==> config.mk <==
export PLATFORM = sky130hd
export DESIGN_NAME = button_repeat_frequency_setter
export DESIGN_NICKNAME = d
export VERILOG_FILES = /design/src/brfs_pkg.sv /design/src/button_repeat_frequency_setter.sv
export VERILOG_INCLUDE_DIRS = /design/src /design/src/src
export SDC_FILE = /design/constraint.sdc
export NUM_CORES = 1
export LEC_CHECK = 0
export BUFFER_PORTS_ARGS = -buffer_cell sky130_fd_sc_hd__buf_2
export CAP_MARGIN = 40
export CORE_ASPECT_RATIO = 0.9
export CORE_MARGIN = 2
export CORE_UTILIZATION = 25
export CTS_BUF_LIST = sky130_fd_sc_hd__clkbuf_8
export DETAILED_ROUTE_END_ITERATION = 10
export HOLD_SLACK_MARGIN = 0.15
export PLACE_DENSITY = 0.4
export SLEW_MARGIN = 10
export SYNTH_ARGS = -nofsm -noshare
export SYNTH_HDL_FRONTEND = slang
export SYNTH_SLANG_ARGS = --single-unit
==> constraint.sdc <==
create_clock -name i_clk -period 12.9 [get_ports i_clk]
set_input_delay 0.645 -clock i_clk [delete_from_list [all_inputs] [get_ports i_clk]]
set_output_delay 0.645 -clock i_clk [all_outputs]
set_load 0.05 [all_outputs]
==> src/button_repeat_frequency_setter_defines.svh <==
// assertion macros for the button repeat frequency setter
// used by button_repeat_frequency_setter.sv, no other dependencies
`ifndef BUTTON_REPEAT_FREQUENCY_SETTER_DEFINES_SVH
`define BUTTON_REPEAT_FREQUENCY_SETTER_DEFINES_SVH

// antecedent implies consequent in the same cycle
`define BRFS_ASSERT_NOW(label, ante, cons, msg) \
    label: assert property (@(posedge i_clk) disable iff (!i_rst_n) \
        (ante) |-> (cons)) else $error(msg);

// antecedent implies consequent in the next cycle
`define BRFS_ASSERT_NEXT(label, ante, cons, msg) \
    label: assert property (@(posedge i_clk) disable iff (!i_rst_n) \
        (ante) |=> (cons)) else $error(msg);

`endif

==> src/brfs_pkg.sv <==
// shared types, widths and register codes for the button repeat frequency setter
// no dependencies
`timescale 1ns / 1ps

package brfs_pkg;

    localparam int TIME_BITS       = 32;
    localparam int STREAK_BITS     = 8;
    localparam int FREQ_BITS       = 14;
    localparam int STEP_BITS       = 8;
    localparam int GAP_BITS        = 16;
    localparam int TH_BITS         = 8;
    localparam int CFG_DATA_BITS   = 16;
    localparam int CFG_INDEX_BITS  = 3;
    localparam int NUM_BUTTONS     = 4;
    localparam int BTN_BITS        = 4;
    localparam int STREAK_CMP_BITS = (STREAK_BITS > TH_BITS) ? STREAK_BITS : TH_BITS;

    typedef logic [TIME_BITS-1:0]      t_time;
    typedef logic [STREAK_BITS-1:0]    t_streak;
    typedef logic [FREQ_BITS-1:0]      t_freq;
    typedef logic [STEP_BITS-1:0]      t_step;
    typedef logic [GAP_BITS-1:0]       t_gap;
    typedef logic [TH_BITS-1:0]        t_th;
    typedef logic [CFG_DATA_BITS-1:0]  t_cfg_data;
    typedef logic [CFG_INDEX_BITS-1:0] t_cfg_index;
    typedef logic [BTN_BITS-1:0]       t_buttons;

    localparam t_cfg_index REG_FIRST_DELAY = 3'd0;
    localparam t_cfg_index REG_FAST_GAP    = 3'd1;
    localparam t_cfg_index REG_STREAK_FAST = 3'd2;
    localparam t_cfg_index REG_BEEP_GAP    = 3'd3;
    localparam t_cfg_index REG_FREQ_MAX    = 3'd4;
    localparam t_cfg_index REG_FREQ_HOME   = 3'd5;
    localparam t_cfg_index REG_FREQ_STEP   = 3'd6;

    localparam t_gap  RST_FIRST_DELAY = 16'd250;
    localparam t_gap  RST_FAST_GAP    = 16'd1;
    localparam t_th   RST_STREAK_FAST = 8'd2;
    localparam t_gap  RST_BEEP_GAP    = 16'd500;
    localparam t_freq RST_FREQ_MAX    = 14'd8000;
    localparam t_freq RST_FREQ_HOME   = 14'd1000;
    localparam t_step RST_FREQ_STEP   = 8'd1;

    localparam int BTN_BEEP = 0;
    localparam int BTN_UP   = 1;
    localparam int BTN_DOWN = 2;
    localparam int BTN_HOME = 3;

endpackage

==> src/button_repeat_frequency_setter.sv <==
// top level of the button repeat frequency setter: key auto-repeat with acceleration
// depends on brfs_pkg and button_repeat_frequency_setter_defines.svh
`timescale 1ns / 1ps

// Each accepted item (a millisecond time stamp and four active-low buttons) produces
// exactly one result item. An item waits in the input register, where the
// repeat decisions, frequency steps and beep request are worked out against the
// stored per-button state, and then sits in the output register until taken;
// one item is accepted every cycle while the output is not stalled. The rate
// rests on the combinational update of the button state and frequency register,
// written as each item moves on. Configuration registers may be written only
// while no item is in flight; they take effect for the next item.
module button_repeat_frequency_setter (
    input  logic                  i_clk,
    input  logic                  i_rst_n,
    input  logic                  i_cfg_we,
    input  brfs_pkg::t_cfg_index  i_cfg_index,
    input  brfs_pkg::t_cfg_data   i_cfg_data,
    input  logic                  i_in_valid,
    output logic                  o_in_stall,
    input  brfs_pkg::t_time       i_now_ms,
    input  brfs_pkg::t_buttons    i_buttons_n,
    output logic                  o_out_valid,
    input  logic                  i_out_stall,
    output logic                  o_short_beep,
    output brfs_pkg::t_freq       o_short_beep_freq,
    output logic                  o_long_beep,
    output brfs_pkg::t_freq       o_long_beep_freq,
    output brfs_pkg::t_freq       o_current_freq
);
    import brfs_pkg::*;
`include "button_repeat_frequency_setter_defines.svh"

    // configuration
    t_gap  r_first_delay;
    t_gap  r_fast_gap;
    t_th   r_streak_fast;
    t_gap  r_beep_gap;
    t_freq r_freq_max;
    t_freq r_freq_home;
    t_step r_freq_step;

    // state
    t_time   r_last_press [NUM_BUTTONS];
    t_streak r_streak     [NUM_BUTTONS];
    t_time   r_last_beep;
    t_freq   r_freq;

    // input register
    logic     r_s1_valid;
    t_time    r_s1_now;
    t_buttons r_s1_btn;

    // output register
    logic  r_out_valid;
    logic  r_out_short;
    t_freq r_out_short_freq;
    logic  r_out_long;
    t_freq r_out_long_freq;
    t_freq r_out_cur_freq;

    logic out_free;
    logic s1_go;
    logic s1_free;

    logic    accept       [NUM_BUTTONS];
    t_time   n_last_press [NUM_BUTTONS];
    t_streak n_streak     [NUM_BUTTONS];
    t_freq   freq_after   [NUM_BUTTONS];
    logic    beep_ok;
    logic    any_accept;
    logic    long_hit;
    t_freq   long_freq;
    t_time   n_last_beep;

    function automatic t_freq clamp_freq(input logic [FREQ_BITS:0] v, input t_freq fmax);
        t_freq res;
        res = (v > {1'b0, fmax}) ? fmax : v[FREQ_BITS-1:0];
        return res;
    endfunction

    assign out_free   = !r_out_valid || !i_out_stall;
    assign s1_go      = r_s1_valid && out_free;
    assign s1_free    = !r_s1_valid || out_free;
    assign o_in_stall = !s1_free;

    always_comb begin
        logic [STREAK_CMP_BITS-1:0] streak_ext;
        logic [STREAK_CMP_BITS-1:0] th_ext;
        t_time                      elapsed;
        logic                       pressed;
        logic [FREQ_BITS:0]         up_sum;
        logic [FREQ_BITS:0]         down_diff;
        th_ext = STREAK_CMP_BITS'(r_streak_fast);
        for (int k = 0; k < NUM_BUTTONS; k++) begin
            pressed    = !r_s1_btn[k];
            elapsed    = r_s1_now - r_last_press[k];
            streak_ext = STREAK_CMP_BITS'(r_streak[k]);
            accept[k]  = pressed && ((elapsed > TIME_BITS'(r_first_delay)) ||
                         ((elapsed > TIME_BITS'(r_fast_gap)) && (streak_ext > th_ext)));
            n_last_press[k] = accept[k] ? r_s1_now : r_last_press[k];
            if (accept[k]) begin
                n_streak[k] = (&r_streak[k]) ? r_streak[k] : r_streak[k] + 1'b1;
            end else if (!pressed) begin
                n_streak[k] = '0;
            end else begin
                n_streak[k] = r_streak[k];
            end
        end

        // frequency after each button in turn
        freq_after[BTN_BEEP] = r_freq;
        up_sum = {1'b0, freq_after[BTN_BEEP]} + (FREQ_BITS + 1)'(r_freq_step);
        freq_after[BTN_UP] = accept[BTN_UP] ?
            clamp_freq(up_sum, r_freq_max) : freq_after[BTN_BEEP];
        if (freq_after[BTN_UP] < FREQ_BITS'(r_freq_step)) begin
            down_diff = '0;
        end else begin
            down_diff = {1'b0, freq_after[BTN_UP] - FREQ_BITS'(r_freq_step)};
        end
        freq_after[BTN_DOWN] = accept[BTN_DOWN] ?
            clamp_freq(down_diff, r_freq_max) : freq_after[BTN_UP];
        freq_after[BTN_HOME] = accept[BTN_HOME] ? r_freq_home : freq_after[BTN_DOWN];

        // only the first accepted press can beep
        beep_ok    = (r_s1_now - r_last_beep) > TIME_BITS'(r_beep_gap);
        any_accept = accept[0] || accept[1] || accept[2] || accept[3];
        long_hit   = any_accept && beep_ok;
        if (!long_hit) begin
            long_freq = '0;
        end else if (accept[0]) begin
            long_freq = freq_after[0];
        end else if (accept[1]) begin
            long_freq = freq_after[1];
        end else if (accept[2]) begin
            long_freq = freq_after[2];
        end else begin
            long_freq = freq_after[3];
        end
        n_last_beep = long_hit ? r_s1_now : r_last_beep;
    end

    always_ff @(posedge i_clk) begin
        if (!i_rst_n) begin
            r_first_delay <= RST_FIRST_DELAY;
            r_fast_gap    <= RST_FAST_GAP;
            r_streak_fast <= RST_STREAK_FAST;
            r_beep_gap    <= RST_BEEP_GAP;
            r_freq_max    <= RST_FREQ_MAX;
            r_freq_home   <= RST_FREQ_HOME;
            r_freq_step   <= RST_FREQ_STEP;
        end else if (i_cfg_we) begin
            case (i_cfg_index)
                REG_FIRST_DELAY: r_first_delay <= i_cfg_data;
                REG_FAST_GAP:    r_fast_gap    <= i_cfg_data;
                REG_STREAK_FAST: r_streak_fast <= i_cfg_data[TH_BITS-1:0];
                REG_BEEP_GAP:    r_beep_gap    <= i_cfg_data;
                REG_FREQ_MAX:    r_freq_max    <= i_cfg_data[FREQ_BITS-1:0];
                REG_FREQ_HOME:   r_freq_home   <= i_cfg_data[FREQ_BITS-1:0];
                REG_FREQ_STEP:   r_freq_step   <= i_cfg_data[STEP_BITS-1:0];
                default: begin
                end
            endcase
        end
    end

    always_ff @(posedge i_clk) begin
        if (!i_rst_n) begin
            for (int k = 0; k < NUM_BUTTONS; k++) begin
                r_last_press[k] <= '0;
                r_streak[k]     <= '0;
            end
            r_last_beep <= '0;
            r_freq      <= RST_FREQ_HOME;
        end else if (s1_go) begin
            for (int k = 0; k < NUM_BUTTONS; k++) begin
                r_last_press[k] <= n_last_press[k];
                r_streak[k]     <= n_streak[k];
            end
            r_last_beep <= n_last_beep;
            r_freq      <= freq_after[BTN_HOME];
        end
    end

    always_ff @(posedge i_clk) begin
        if (!i_rst_n) begin
            r_s1_valid <= 1'b0;
        end else if (s1_free) begin
            r_s1_valid <= i_in_valid;
        end
    end

    always_ff @(posedge i_clk) begin
        if (s1_free && i_in_valid) begin
            r_s1_now <= i_now_ms;
            r_s1_btn <= i_buttons_n;
        end
    end

    always_ff @(posedge i_clk) begin
        if (!i_rst_n) begin
            r_out_valid <= 1'b0;
        end else if (out_free) begin
            r_out_valid <= r_s1_valid;
        end
    end

    always_ff @(posedge i_clk) begin
        if (s1_go) begin
            r_out_short      <= !r_s1_btn[BTN_BEEP];
            r_out_short_freq <= r_freq;
            r_out_long       <= long_hit;
            r_out_long_freq  <= long_freq;
            r_out_cur_freq   <= freq_after[BTN_HOME];
        end
    end

    assign o_out_valid       = r_out_valid;
    assign o_short_beep      = r_out_short;
    assign o_short_beep_freq = r_out_short_freq;
    assign o_long_beep       = r_out_long;
    assign o_long_beep_freq  = r_out_long_freq;
    assign o_current_freq    = r_out_cur_freq;

    `BRFS_ASSERT_NOW(a_no_long_no_freq, o_out_valid && !o_long_beep, o_long_beep_freq == '0, "long beep freq without long beep")
    `BRFS_ASSERT_NOW(a_stall_only_full, o_in_stall, r_s1_valid && r_out_valid && i_out_stall, "input stalled while room is free")
    `BRFS_ASSERT_NEXT(a_go_fills_out, s1_go, r_out_valid, "item lost between input and output register")
    `BRFS_ASSERT_NEXT(a_beep_stamp, s1_go && long_hit, r_last_beep == $past(r_s1_now), "beep time stamp not updated")

endmodule

==> results.cfg <==
[route]
num_vias = 27467
drc_errors = 0
wl_per_cell_um = 22.5
firstDrtPassIters = 5
drt-total-wl_um = 121000
first_iter_violations = 2006
vias_per_cell = 5.11
antenna_left = 0

[critical_path]
startpoint_type = flop
cp_max_fo = 27
end_kind = flop
arrival_ns = 12.23
slowest_delay_ns = 0.69
required_ns = 13.37
critPathBufInv = 8
crit_path_frequent_cell = o21a_1
ff2ff_setup_slack_ns = 1.15
path_class = flop to flop
crit_path_top_delay_cell = edfxtp_1
critPathTopFamily = compound AO/OA/AOI/OAI gates

[placement]
detailed_place_hpwl_um = 93500
port_buffers = 105
routabilityCongestion = 0.893

[finish]
drive_above_1_share_pct = 9.23
syn_to_final_growth_pct = 15.6
register_area_mm2 = 0.0100
layout_commonest_cell = ha_1
fill_cells = 13120
multi_input_comb_area_mm2 = 0.0191
most-common-layout-cells = 379 x ha_1, 368 x nand2_1, 343 x inv_1, 263 x a21oi_1, 240 x edfxtp_1
finalNetCount = 4154

[power]
p_clk_share_pct = 34.7
ir_worst_vdd_mv = 0.0682
p_leak_uw = 0.0145
p_comb_share_pct = 31.3
powerDensity_mw_per_mm2 = 116
p_total_uw = 4120
seqPwrFrac_pct = 34.0
sw_frac_of_total_pct = 35.8
power_switching_uw = 1480
p_int_uw = 2650

[cts]
cts_htree_levels = 3
cts_hold_buf = 38
clk_latency_ns = 0.73
cts_sinks = 380
cts-root-buf = clkbuf_8
numCtsBuffers = 78
cts_tree = done
cts_buffer_depth = 3
path_clk_slew_ns = 0.07
cts_setup_buffers = 0
post_cts_resized = 0

[sta]
fmax_mhz = 85.1
drv_slew = 0
hold_viol_final = 0
finalCriticalPeriod_ns = 11.75
tightest_slew_ns = 0.996
relSlewSlack_pct = 32.9
setup_violations = 0
grt_setup_unrepaired = no
tns_ns = 0
hold_slack_ns = 0.249
fin_worst_skew_ns = 0.0303
fin_crit_sh_pct = 91.1

[floorplanning]
die_w_um = 373
die_height_um = 336
start_util_pct = 25.3
core_area_mm2 = 0.121
dieArea_mm2 = 0.126
pin_count = 106
std_cell_rows = 121

[synth]
syn-num-nets = 3981
yosysWarnings = 0
yosys.cell_types.count = 94
async_flop_share_pct = 0
synth_edf_count = 240
synth-seq-area-share_pct = 32.6
synth_seq_cells = 380
syn_avg_cell_area_um2 = 8.68
netlist_area_mm2 = 0.0307
postSynthCellCount = 3535
synthFlopType = edfxtp_1

[global_routing]
grt_pass1_vias = 26136
globalRouteOverflowTotal = 0
antenna_found_initial = 16
grt_pass1_wl_um = 177000
grt_start_max_net_pins = 71
grtUsageTotal_pct = 18.8

[job]
drv_cap = 0

[worst_hold_path]
hp-class = input pin to flop

[status]
status = completed
==> power by group through the flow <==
stage | clock, uW | sequential, uW | combinational, uW
floorplan | 0 | 1440 | 827
global placement | 0 | 1430 | 1270
detailed placement | 0 | 1430 | 1270
CTS | 1480 | 1400 | 1280
global route | 1530 | 1410 | 1420
finish | 1430 | 1400 | 1290
==> cell families after synthesis <==
family / Yosys count / share of synthesized area [%]
flip-flops: 380 / 32.6
AO/OA/AOI/OAI: 1013 / 22.1
AND/OR/NAND/NOR: 1115 / 17.7
adder cells (fa/ha/maj): 386 / 15.9
XOR/XNOR: 126 / 3.59
buffers and inverters: 440 / 5.49
multiplexers: 75 / 2.57
==> per-stage QoR <==
step                      area, um2  instances  setup slack, ns  utilization [%]
after floorplan               30700       3535             2.80                -
after global placement        33300       5177             1.41             27.4
after detailed placement      33400       5189             1.29             27.5
after CTS                     35500       5371             1.19             29.2
after global routing          35500       5374            0.216             29.2
final                         35500       5379             1.15             29.2
==> state kept, by name, summed over array words and instances, names as in the netlist <==
signal / cells
r_last_press: 128
r_last_beep: 32
r_s1_now: 32
r_streak: 32
r_beep_gap: 16
r_fast_gap: 16
r_first_delay: 16
o_current_freq: 14
o_long_beep_freq: 14
o_short_beep_freq: 14
r_freq: 14
r_freq_home: 14
r_freq_max: 14
r_freq_step: 8
r_streak_fast: 8
r_s1_btn: 4
o_long_beep: 1
o_out_valid: 1
o_short_beep: 1
r_s1_valid: 1
==> layout make-up <==
class / count / area share (%)
Timing Repair Buffer: 210 / 4.04
Sequential cell: 380 / 28.2
Antenna cell: 8 / 0.0564
Clock inverter: 58 / 1.50
Tap cell: 1599 / 5.64
Multi-Input combinational cell: 2715 / 53.8
Clock buffer: 86 / 3.34
Inverter: 323 / 3.42
==> per-layer routing <==
layer  track usage [%]  part of all wire, %  vias up
met4              6.44                  3.0        2
li1                  -                    -    13358
met2              27.4                   41      708
met1              27.6                   50    13240
met5                 0                0.011        -
met3              3.39                  6.0      159
==> worst reg2reg max path, delay by kind of cell (launching register included) <==
family	cells	cell delay, ns
compound gates	20	4.80
xor+xnor	1	0.25
fa+ha+maj	5	1.65
buf+inv	8	1.70
flops	1	0.69
mux	2	0.54
simple gates	13	1.90
==> final timing paths <==
check                                      start              endpoint  depth (start not counted)
worst max-delay path                 r_s1_now[1]  o_long_beep_freq[13]                         49
worst min-delay path              i_cfg_data[14]     r_first_delay[14]                          3
worst max register to register       r_s1_now[1]  o_long_beep_freq[13]                         49
worst min register to register  r_streak_fast[3]      r_streak_fast[3]                          2
==> Yosys cell counts (87+ instances only) <==
cell type / count / area, um2
and3_1: 95 / 594
o21ai_0: 173 / 866
nand3_1: 87 / 435
edfxtp_1: 240 / 7210
ha_1: 379 / 4740
a21o_1: 89 / 668
a21oi_1: 263 / 1320
nand2_1: 368 / 1380
inv_1: 323 / 1210
clkbuf_1: 103 / 387
dfxtp_1: 140 / 2800
nor2_1: 224 / 841
No activity file was read; power rests on OpenSTA's default activity.
